## src/sv/html_escape_stream_assert.svh

```systemverilog
// Assertion helpers for the HTML escape stream block.
// Both forms sample on clk and are held off while rst_n is low.
`ifndef HTML_ESCAPE_STREAM_ASSERT_SVH
`define HTML_ESCAPE_STREAM_ASSERT_SVH

// Same-cycle implication.
`define HES_ASSERT_NOW(label, ante, cons, msg) \
  label: assert property (@(posedge clk) disable iff (!rst_n) (ante) |-> (cons)) \
    else $error(msg);

// Next-cycle implication.
`define HES_ASSERT_NEXT(label, ante, cons, msg) \
  label: assert property (@(posedge clk) disable iff (!rst_n) (ante) |=> (cons)) \
    else $error(msg);

`endif

```

## src/sv/hes_pkg.sv

```systemverilog
package hes_pkg;

  // Lane count and packed word size (a word must fit 64 bits)
  localparam int LANES      = 8;
  localparam int WORD_BYTES = (LANES < 8) ? LANES : 8;
  localparam int WORD_BITS  = WORD_BYTES * 8;

  // Longest entity is six bytes
  localparam int ENT_BYTES = 6;
  localparam int LEN_W     = $clog2(ENT_BYTES + 1);

  // Expanded bytes of one transaction, and the packer's accumulator
  localparam int EXP_BYTES = WORD_BYTES * ENT_BYTES;
  localparam int EXP_BITS  = EXP_BYTES * 8;
  localparam int OFF_W     = $clog2(EXP_BYTES + 1);
  localparam int ACC_BYTES = WORD_BYTES - 1 + EXP_BYTES;
  localparam int ACC_BITS  = ACC_BYTES * 8;
  localparam int CNT_W     = $clog2(ACC_BYTES + 1);
  localparam int SH_W      = (WORD_BYTES > 1) ? $clog2(WORD_BYTES) : 1;

  // Port widths
  localparam int DATA_W  = 64;
  localparam int COUNT_W = 4;

  // Expanded transaction handed from the lane stage to the packer
  typedef struct packed {
    logic [EXP_BITS-1:0] bytes;
    logic [OFF_W-1:0]    len;
    logic                last;
  } hes_exp_t;

endpackage

```

## src/sv/hes_lane.sv

```systemverilog
module hes_lane (
  input  logic [7:0]                          lane_byte,
  input  logic                                lane_on,
  output logic [hes_pkg::LEN_W-1:0]           lane_len,
  output logic [hes_pkg::ENT_BYTES*8-1:0]     lane_ent
);
  import hes_pkg::*;

  // Marks
  localparam logic [7:0] MARK_AMP  = 8'h26;
  localparam logic [7:0] MARK_LT   = 8'h3C;
  localparam logic [7:0] MARK_GT   = 8'h3E;
  localparam logic [7:0] MARK_QUOT = 8'h22;
  localparam logic [7:0] MARK_APOS = 8'h27;

  // Entities, first character in the low byte
  localparam logic [ENT_BYTES*8-1:0] ENT_AMP  = 48'h00_3B_70_6D_61_26;
  localparam logic [ENT_BYTES*8-1:0] ENT_LT   = 48'h00_00_3B_74_6C_26;
  localparam logic [ENT_BYTES*8-1:0] ENT_GT   = 48'h00_00_3B_74_67_26;
  localparam logic [ENT_BYTES*8-1:0] ENT_QUOT = 48'h3B_74_6F_75_71_26;
  localparam logic [ENT_BYTES*8-1:0] ENT_APOS = 48'h00_3B_39_33_23_26;

  // Classify one byte; an inactive lane contributes nothing
  always_comb begin
    lane_len = LEN_W'(1);
    lane_ent = {{(ENT_BYTES*8-8){1'b0}}, lane_byte};
    case (lane_byte)
      MARK_AMP: begin
        lane_len = LEN_W'(5);
        lane_ent = ENT_AMP;
      end
      MARK_LT: begin
        lane_len = LEN_W'(4);
        lane_ent = ENT_LT;
      end
      MARK_GT: begin
        lane_len = LEN_W'(4);
        lane_ent = ENT_GT;
      end
      MARK_QUOT: begin
        lane_len = LEN_W'(6);
        lane_ent = ENT_QUOT;
      end
      MARK_APOS: begin
        lane_len = LEN_W'(5);
        lane_ent = ENT_APOS;
      end
      default: begin
        lane_len = LEN_W'(1);
      end
    endcase
    if (!lane_on) begin
      lane_len = '0;
      lane_ent = '0;
    end
  end

endmodule

```

## src/sv/hes_expand.sv

```systemverilog
module hes_expand (
  input  logic                        clk,
  input  logic                        rst_n,
  input  logic                        in_valid,
  output logic                        in_stall,
  input  logic [hes_pkg::DATA_W-1:0]  in_bytes,
  input  logic [hes_pkg::COUNT_W-1:0] in_count,
  input  logic                        in_last,
  output logic                        exp_valid,
  input  logic                        exp_take,
  output hes_pkg::hes_exp_t           exp_data
);
  import hes_pkg::*;

  logic [COUNT_W-1:0]     cnt_sat;
  logic [LEN_W-1:0]       len [WORD_BYTES];
  logic [ENT_BYTES*8-1:0] ent [WORD_BYTES];
  logic [OFF_W-1:0]       off [WORD_BYTES+1];
  logic [EXP_BITS-1:0]    merged;
  logic                   accept;

  logic     s1_valid_r, s1_valid_nxt;
  hes_exp_t s1_data_r;

  // Counts above one word saturate
  assign cnt_sat = (in_count > COUNT_W'(WORD_BYTES)) ? COUNT_W'(WORD_BYTES) : in_count;

  // One lane per input byte
  for (genvar i = 0; i < WORD_BYTES; i++) begin : g_lane
    hes_lane u_lane (
      .lane_byte (in_bytes[8*i +: 8]),
      .lane_on   (COUNT_W'(i) < cnt_sat),
      .lane_len  (len[i]),
      .lane_ent  (ent[i])
    );
  end

  // Running offsets of each lane's output
  always_comb begin
    off[0] = '0;
    for (int i = 0; i < WORD_BYTES; i++) begin
      off[i+1] = off[i] + OFF_W'(len[i]);
    end
  end

  // Merge: place each lane's bytes at its offset
  always_comb begin
    merged = '0;
    for (int i = 0; i < WORD_BYTES; i++) begin
      merged = merged | (EXP_BITS'(ent[i]) << {off[i], 3'b000});
    end
  end

  // Stage register toward the packer
  assign in_stall  = s1_valid_r && !exp_take;
  assign accept    = in_valid && !in_stall;
  assign exp_valid = s1_valid_r;
  assign exp_data  = s1_data_r;

  always_comb begin
    s1_valid_nxt = s1_valid_r;
    if (accept) begin
      s1_valid_nxt = 1'b1;
    end else if (exp_take) begin
      s1_valid_nxt = 1'b0;
    end
  end

  always_ff @(posedge clk) begin
    if (!rst_n) begin
      s1_valid_r <= 1'b0;
    end else begin
      s1_valid_r <= s1_valid_nxt;
    end
  end

  always_ff @(posedge clk) begin
    if (accept) begin
      s1_data_r.bytes <= merged;
      s1_data_r.len   <= off[WORD_BYTES];
      s1_data_r.last  <= in_last;
    end
  end

endmodule

```

## src/sv/hes_pack.sv

```systemverilog
module hes_pack (
  input  logic                        clk,
  input  logic                        rst_n,
  input  logic                        exp_valid,
  output logic                        exp_take,
  input  hes_pkg::hes_exp_t           exp_data,
  output logic                        out_valid,
  input  logic                        out_stall,
  output logic [hes_pkg::DATA_W-1:0]  out_bytes,
  output logic [hes_pkg::COUNT_W-1:0] out_count,
  output logic                        out_last
);
  import hes_pkg::*;

  logic [ACC_BITS-1:0] acc_r, acc_nxt;
  logic [CNT_W-1:0]    acc_cnt_r, acc_cnt_nxt;
  logic                fin_r, fin_nxt;

  logic               out_valid_r, out_valid_nxt;
  logic [DATA_W-1:0]  out_bytes_r;
  logic [COUNT_W-1:0] out_count_r;
  logic               out_last_r;

  logic                out_free, full, fire_full, fire_fin;
  logic [ACC_BITS-1:0] base_bytes;
  logic [CNT_W-1:0]    base_cnt;
  logic                base_fin;
  logic [SH_W-1:0]     shift;

  // Drain: full words first, then the final word of a value
  assign out_free  = !out_valid_r || !out_stall;
  assign full      = acc_cnt_r >= CNT_W'(WORD_BYTES);
  assign fire_full = out_free && full;
  assign fire_fin  = out_free && !full && fin_r;

  // Accumulator after this cycle's word leaves
  always_comb begin
    base_bytes = acc_r;
    base_cnt   = acc_cnt_r;
    if (fire_full) begin
      base_bytes = acc_r >> WORD_BITS;
      base_cnt   = acc_cnt_r - CNT_W'(WORD_BYTES);
    end else if (fire_fin) begin
      base_bytes = '0;
      base_cnt   = '0;
    end
  end
  assign base_fin = fin_r && !fire_fin;

  // Append a new transaction once less than a word remains and no final word is pending
  assign exp_take = exp_valid && !base_fin && (base_cnt < CNT_W'(WORD_BYTES));
  assign shift    = base_cnt[SH_W-1:0];

  always_comb begin
    acc_nxt     = base_bytes;
    acc_cnt_nxt = base_cnt;
    fin_nxt     = base_fin;
    if (exp_take) begin
      acc_nxt     = base_bytes | (ACC_BITS'(exp_data.bytes) << {shift, 3'b000});
      acc_cnt_nxt = base_cnt + CNT_W'(exp_data.len);
      fin_nxt     = exp_data.last;
    end
  end

  always_ff @(posedge clk) begin
    if (!rst_n) begin
      acc_r     <= '0;
      acc_cnt_r <= '0;
      fin_r     <= 1'b0;
    end else begin
      acc_r     <= acc_nxt;
      acc_cnt_r <= acc_cnt_nxt;
      fin_r     <= fin_nxt;
    end
  end

  // Output register
  always_comb begin
    out_valid_nxt = out_valid_r;
    if (fire_full || fire_fin) begin
      out_valid_nxt = 1'b1;
    end else if (out_free) begin
      out_valid_nxt = 1'b0;
    end
  end

  always_ff @(posedge clk) begin
    if (!rst_n) begin
      out_valid_r <= 1'b0;
    end else begin
      out_valid_r <= out_valid_nxt;
    end
  end

  always_ff @(posedge clk) begin
    if (fire_full || fire_fin) begin
      out_bytes_r <= DATA_W'(acc_r[WORD_BITS-1:0]);
      out_count_r <= fire_full ? COUNT_W'(WORD_BYTES) : COUNT_W'(acc_cnt_r);
      out_last_r  <= fire_fin;
    end
  end

  assign out_valid = out_valid_r;
  assign out_bytes = out_bytes_r;
  assign out_count = out_count_r;
  assign out_last  = out_last_r;

endmodule

```

## src/sv/html_escape_stream.sv

```systemverilog
// Channel  Handshake            Payload
// in_      in_valid/in_stall    in_bytes[63:0] in_count[3:0] in_last
// out_     out_valid/out_stall  out_bytes[63:0] out_count[3:0] out_last
//
// One input transaction per cycle while out_stall is low, unless it completes several words: a
// transaction holds the packer while its output words leave (full words, plus the final word
// of a last transaction).
// Output passes the lane-stage register, the packer accumulator and the output register.
// Reset (rst_n, synchronous) clears the held remainder; no clearing pass is needed.
// in_stall rises while the lane stage holds a transaction the packer cannot yet take.
module html_escape_stream (
  input  logic                        clk,
  input  logic                        rst_n,
  input  logic                        in_valid,
  output logic                        in_stall,
  input  logic [hes_pkg::DATA_W-1:0]  in_bytes,
  input  logic [hes_pkg::COUNT_W-1:0] in_count,
  input  logic                        in_last,
  output logic                        out_valid,
  input  logic                        out_stall,
  output logic [hes_pkg::DATA_W-1:0]  out_bytes,
  output logic [hes_pkg::COUNT_W-1:0] out_count,
  output logic                        out_last
);
  import hes_pkg::*;

  logic     exp_valid;
  logic     exp_take;
  hes_exp_t exp_data;

  // Lanes and merge
  hes_expand u_expand (
    .clk       (clk),
    .rst_n     (rst_n),
    .in_valid  (in_valid),
    .in_stall  (in_stall),
    .in_bytes  (in_bytes),
    .in_count  (in_count),
    .in_last   (in_last),
    .exp_valid (exp_valid),
    .exp_take  (exp_take),
    .exp_data  (exp_data)
  );

  // Word packer
  hes_pack u_pack (
    .clk       (clk),
    .rst_n     (rst_n),
    .exp_valid (exp_valid),
    .exp_take  (exp_take),
    .exp_data  (exp_data),
    .out_valid (out_valid),
    .out_stall (out_stall),
    .out_bytes (out_bytes),
    .out_count (out_count),
    .out_last  (out_last)
  );

`include "html_escape_stream_assert.svh"

  `HES_ASSERT_NOW(a_full_unless_last, out_valid && !out_last, out_count == COUNT_W'(WORD_BYTES), "non-final word not full")
  `HES_ASSERT_NOW(a_stall_needs_held, in_stall, exp_valid, "input stalled with empty lane stage")
  `HES_ASSERT_NEXT(a_held_stable, exp_valid && !exp_take, exp_valid && $stable(exp_data), "held transaction changed")

endmodule

```

## config.mk

```make
export PLATFORM = sky130hd
export DESIGN_NAME = html_escape_stream
export DESIGN_NICKNAME = d
export VERILOG_FILES = /design/src/sv/hes_pkg.sv /design/src/sv/hes_lane.sv /design/src/sv/hes_expand.sv /design/src/sv/hes_pack.sv /design/src/sv/html_escape_stream.sv
export VERILOG_INCLUDE_DIRS = /design/src /design/src/sv
export SDC_FILE = /design/constraint.sdc
export NUM_CORES = 2
export LEC_CHECK = 0
export BUFFER_PORTS_ARGS = -buffer_cell sky130_fd_sc_hd__buf_2
export CORE_UTILIZATION = 30
export DETAILED_ROUTE_END_ITERATION = 8
export GPL_TIMING_DRIVEN = 0
export PLACE_DENSITY_LB_ADDON = 0.15
export SLEW_MARGIN = 20
export SYNTH_ARGS = -nofsm -noshare
export SYNTH_HDL_FRONTEND = slang
export SYNTH_SLANG_ARGS = --single-unit
```

## constraint.sdc

```tcl
create_clock -name clk -period 29.1 [get_ports clk]
set_input_delay 2.91 -clock clk [delete_from_list [all_inputs] [get_ports clk]]
set_output_delay 2.91 -clock clk [all_outputs]
set_load 0.005 [all_outputs]
```

==> results of run 1 <==
[cells by family after synthesis]
logic type                 count (synthesis)
DFF                                      909
buffers and inverters                    946
muxes                                    796
adders and majority gates                 37
AOI/OAI and AO/OA                       3145
xor gates and xnor gates                  31
and+or+nand+nor                         3137
[layer usage]
metal	overflow	track usage (%)
met3	2	39.1
met5	0	10.2
met2	22	85.2
met4	22	67.9
met1	0	68.4
[per-stage QoR]
| stage | utilization [%] | std cells | hold slack, ns | TNS [ns] | worst slack [ns] |
|---|---|---|---|---|---|
| 4_1_cts | 34.6 | 12600 | 0.433 | 0 | 7.77 |
| 3_5_place_dp | 33.4 | 12500 | 0.420 | 0 | 7.11 |
| 3_3_place_gp | 32.1 | 12300 | 0.416 | -1197.45 | -3.21 |
| 2_1_floorplan | - | 9001 | 0.400 | 0 | 4.25 |
[Yosys cell counts (100+ instances only)]
cell type  number  share of area [%]
o21ai_0       510                3.5
nor2_1        623                3.3
nand2_1      1284                6.7
nand3_1       201                1.4
a21oi_1       723                5.0
edfxtp_1      460                 19
a221oi_1      466                5.7
a22oi_1       132                1.4
a222oi_1      100                1.4
o22ai_1       181                1.6
dfxtp_1       449                 12
clkbuf_1      656                3.4
nor3_1        182                1.3
o211ai_1      106                1.1
mux2i_1       771                 11
buf_1         115               0.60
nor2b_1       398                3.5
o221ai_1      166                2.0
==> results_dict.tcl, run 1 <==
set metrics [dict create \
    status "aborted with a tool error" \
    lastStage "global routing" \
    error_line "[ERROR GRT-0116] Global routing finished with congestion. Check the congestion regions in the DRC Viewer." \
    synth_area_mm2 0.0719 \
    synth_edf_count 460 \
    synth_top_family_by_area "compound AO/OA/AOI/OAI gates" \
    port_buffers 124 \
    yosysUniqueCellTypes 109 \
    root_buffer "clkbuf_16" \
    grt_pass1_vias 94700 \
    seq_area_frac_synth_pct 31.7 \
    gp_congestion 1.26 \
    grt_max_degree 59 \
    h-tree-depth 3 \
    clockBufferDepth 3 \
    synth_xor_area_share_pct 0.515 \
    post_cts_buffers 0 \
    synth_cells 9001 \
    initial_core_util_pct 30.2 \
    cts_resized 0 \
    clock_sinks 909 \
    fp.dieW_um 492 \
    dp_hpwl_um 631000 \
    synth_nets 9110 \
    synth_area_per_cell_um2 7.99 \
    synthSimpleGateAreaFrac_pct 20.3 \
    row_count 179 \
    hold_buffers 0 \
    postPlaceCellArea_mm2 0.0795 \
    die_y_um 492 \
    synthAdderAreaFrac_pct 0.723 \
    synth_compound_area_share_pct 30.4 \
    numCtsBuffers 83 \
    grt_use_total_pct 65.1 \
    synth_mux_area_share_pct 11.1 \
    ys_warn_count 0 \
    synth_flop_cell "edfxtp_1" \
    ys_seq_elements 909 \
    grt_overflow_total 46 \
    grt_pass1_wl_um 1040000 \
    async_flop_share_pct 0 \
    ios 144 \
]
==> inputs of run 2 (changes only) <==
Settings changed: CORE_UTILIZATION 30 to 20.
==> results_dict.tcl, run 2 <==
set metrics [dict create \
    row_count 219 \
    critPathKind "in2reg" \
    num_vias 92000 \
    cts.clk_slew.worst_paths_ns 0.06 \
    slew_headroom_pct -2.13 \
    reg2reg_setup_slack_ns 21.62 \
    seq_area_frac_synth_pct 31.7 \
    drive_gt1_share_pct 11.4 \
    cp.depth 44 \
    crit_required_ns 29.16 \
    grt_overflow_total 0 \
    drt-wirelength-per-cell_um 60.1 \
    grt_pass1_wl_um 1060000 \
    synth_top_area_share_pct 19.2 \
    synth_area_mm2 0.0719 \
    hold_viol 0 \
    h-tree-depth 3 \
    hold_depth 2 \
    fp.dieW_um 602 \
    coreArea_mm2 0.357 \
    drt_iter0_drc 14800 \
    dp_hpwl_um 752000 \
    crit_path_start "in_bytes[7]" \
    hold_buffers 0 \
    synthTopCellsByArea "edfxtp_1 19%, dfxtp_1 12%, mux2i_1 11%, nand2_1 6.7%, a221oi_1 5.7%" \
    start_kind "primary input" \
    avgViaCountPerCell 6.37 \
    ys_warn_count 0 \
    layout.nets 9557 \
    rsz0062_at_grt "false" \
    yosysUniqueCellTypes 109 \
    clk_latency_ns 0.76 \
    grt_max_degree 58 \
    ant_nets 0 \
    synth_area_per_cell_um2 7.99 \
    r2r_end "u_expand.exp_data[120]$_DFFE_PP_" \
    root_buffer "clkbuf_16" \
    largest_reg_flops 440 \
    hp-class "reg2reg" \
    largest-register "u_pack.acc_r" \
    leakage_nw 26.8 \
    cts_resized 0 \
    grt_pass1_vias 84500 \
    cts_tree "done" \
    drv_cap 1 \
    gp_congestion 1.17 \
    fin_util_pct 24.2 \
    antenna_found_initial 138 \
    max_freq_ghz 0.0421 \
    post-route-min-period_ns 23.73 \
    cp_slowest_cell "nand4_1" \
    synth_cells 9001 \
    die_area_mm2 0.362 \
    peakVddDrop_mv 0.0494 \
    r2r_cells 20 \
    violations "DRC, capacitance limit, slew limit" \
    die_y_um 602 \
    async_flop_share_pct 0 \
    initial_core_util_pct 20.2 \
    cpPeakStageDelay_ns 1.25 \
    ys_seq_elements 909 \
    grt_use_total_pct 46.2 \
    reg2reg_from "u_pack.acc_cnt_r[5]$_SDFF_PN0_" \
    critical_path.top_delay_family "buffers and inverters" \
    post_cts_buffers 0 \
    firstDrtPassIters 9 \
    numCtsBuffers 93 \
    status "complete, but fails checks" \
    p_per_area_mw_per_mm2 104 \
    synth_nets 9110 \
    clock_sinks 909 \
    synth_flop_cell "edfxtp_1" \
    synth_most_common_cell "nand2_1" \
    setup_viol 0 \
    p_total_mw 8.95 \
    routed_wl_um 869000 \
    fill_cells 39700 \
    skew_ns 0.0591 \
    drc 3 \
    final_common_cell "nand2_1" \
    synth_edf_count 460 \
    yosysTopAreaCell "edfxtp_1" \
    crit_path_max_fanout 11 \
    final_cell_mix "1279 x nand2_1, 765 x mux2i_1, 685 x a21oi_1, 607 x clkbuf_1, 586 x nor2_1" \
    report.final.slew_viol_count 2 \
    final.period_utilization_pct 81.5 \
    cp-endpoint "u_expand.exp_data[139]$_DFFE_PP_" \
    port_buffers 124 \
    worst-path-buf-inv 24 \
    ios 144 \
    tightest_slew_ns 1.53 \
    clockBufferDepth 3 \
    synth_common_cells "1284 x nand2_1, 771 x mux2i_1, 723 x a21oi_1" \
    path_common_cell "clkbuf_1" \
    crit_path_end_kind "register" \
    syn_to_final_growth_pct 20.2 \
    arrival_ns 23.79 \
]
==> run 2: cell counts after synthesis <==
No cell type changed its count.
==> run 2: power breakdown <==
group / internal (mW) / switching [mW] / total (mW)
clock network: 0.715 / 0.582 / 1.30
registers: 1.73 / 0.517 / 2.25
logic: 1.18 / 4.23 / 5.41
total: 3.63 / 5.33 / 8.95
==> run 2: cell type report <==
cell class / instances / area (µm²) / area share, %
multi-input combinational: 7146 / 47000 / 54.4
sequential: 909 / 22800 / 26.4
tap: 4751 / 5940 / 6.87
buffer: 873 / 3550 / 4.11
timing repair buffer: 352 / 3250 / 3.76
clock buffer: 114 / 2560 / 2.96
clock inverter: 59 / 643 / 0.744
antenna: 173 / 433 / 0.501
inverter: 73 / 277 / 0.320
==> run 2: metal layers <==
| metal | vias up | GRT usage [%] | part of all wire [%] |
|---|---|---|---|
| met1 | 47300 | 50.7 | 37 |
| met3 | 2223 | 10.5 | 7.2 |
| li1 | 35600 | - | - |
| met2 | 6927 | 70.7 | 43 |
| met5 | - | 0.0264 | 0.013 |
| met4 | 14 | 50.2 | 13 |
==> run 2: cells by family (layout without fill, tap and decap cells) <==
kind of cell	count (synthesis)	after routing	synth area share [%]
other cells	0	173	0
fa+ha+maj	37	37	0.723
flops	909	909	31.7
simple gates	3137	3137	20.3
xor+xnor	31	31	0.515
mux	796	796	11.1
buf+inv	946	1471	5.19
compound gates	3145	3145	30.4
==> run 2: how the worst min path moves through the flow <==
stage	slack [ns]	startpoint	to
floorplan	0.40	u_pack.acc_r[0]$_SDFF_PN0_	u_pack.out_bytes[0]$_DFFE_PP_
global placement	0.47	u_pack.acc_r[438]$_SDFF_PN0_	u_pack.acc_r[438]$_SDFF_PN0_
detailed placement	0.47	u_pack.acc_r[439]$_SDFF_PN0_	u_pack.acc_r[439]$_SDFF_PN0_
CTS	0.47	u_pack.acc_r[439]$_SDFF_PN0_	u_pack.acc_r[439]$_SDFF_PN0_
global route	0.51	u_pack.acc_r[437]$_SDFF_PN0_	u_pack.acc_r[437]$_SDFF_PN0_
finish	0.48	u_pack.acc_r[439]$_SDFF_PN0_	u_pack.acc_r[439]$_SDFF_PN0_
==> run 2: per-stage QoR <==
stage	hold slack, ns	setup slack, ns	instances	TNS, ns	area, µm²
2_1_floorplan	0.400	4.25	9001	0	71900
3_3_place_gp	0.468	-6.67	13900	-2530.66	78500
3_5_place_dp	0.467	5.54	14100	0	82600
4_1_cts	0.475	6.23	14300	0	85800
5_1_grt	0.512	5.48	14300	0	86200
6_report	0.475	5.37	14500	0	86500
==> run 2: worst reg2reg max path, cell delays in order, from the launching register on <==
cell and delay, ns:
dfxtp_1 0.33, or3_1 0.40, nand2_1 0.11, clkbuf_1 0.70, o22ai_1 0.37, or4_1 0.75, clkbuf_1 0.60, clkbuf_2 0.57
buf_2 0.50, and2_1 0.35, nor2b_4 0.29, buf_16 0.22, buf_16 0.19, buf_12 0.22, buf_12 0.22, buf_12 0.23
buf_12 0.23, buf_12 0.23, buf_12 0.23, buf_16 0.20, buf_12 0.22
Note: power is estimated with default switching activity, not from simulation.
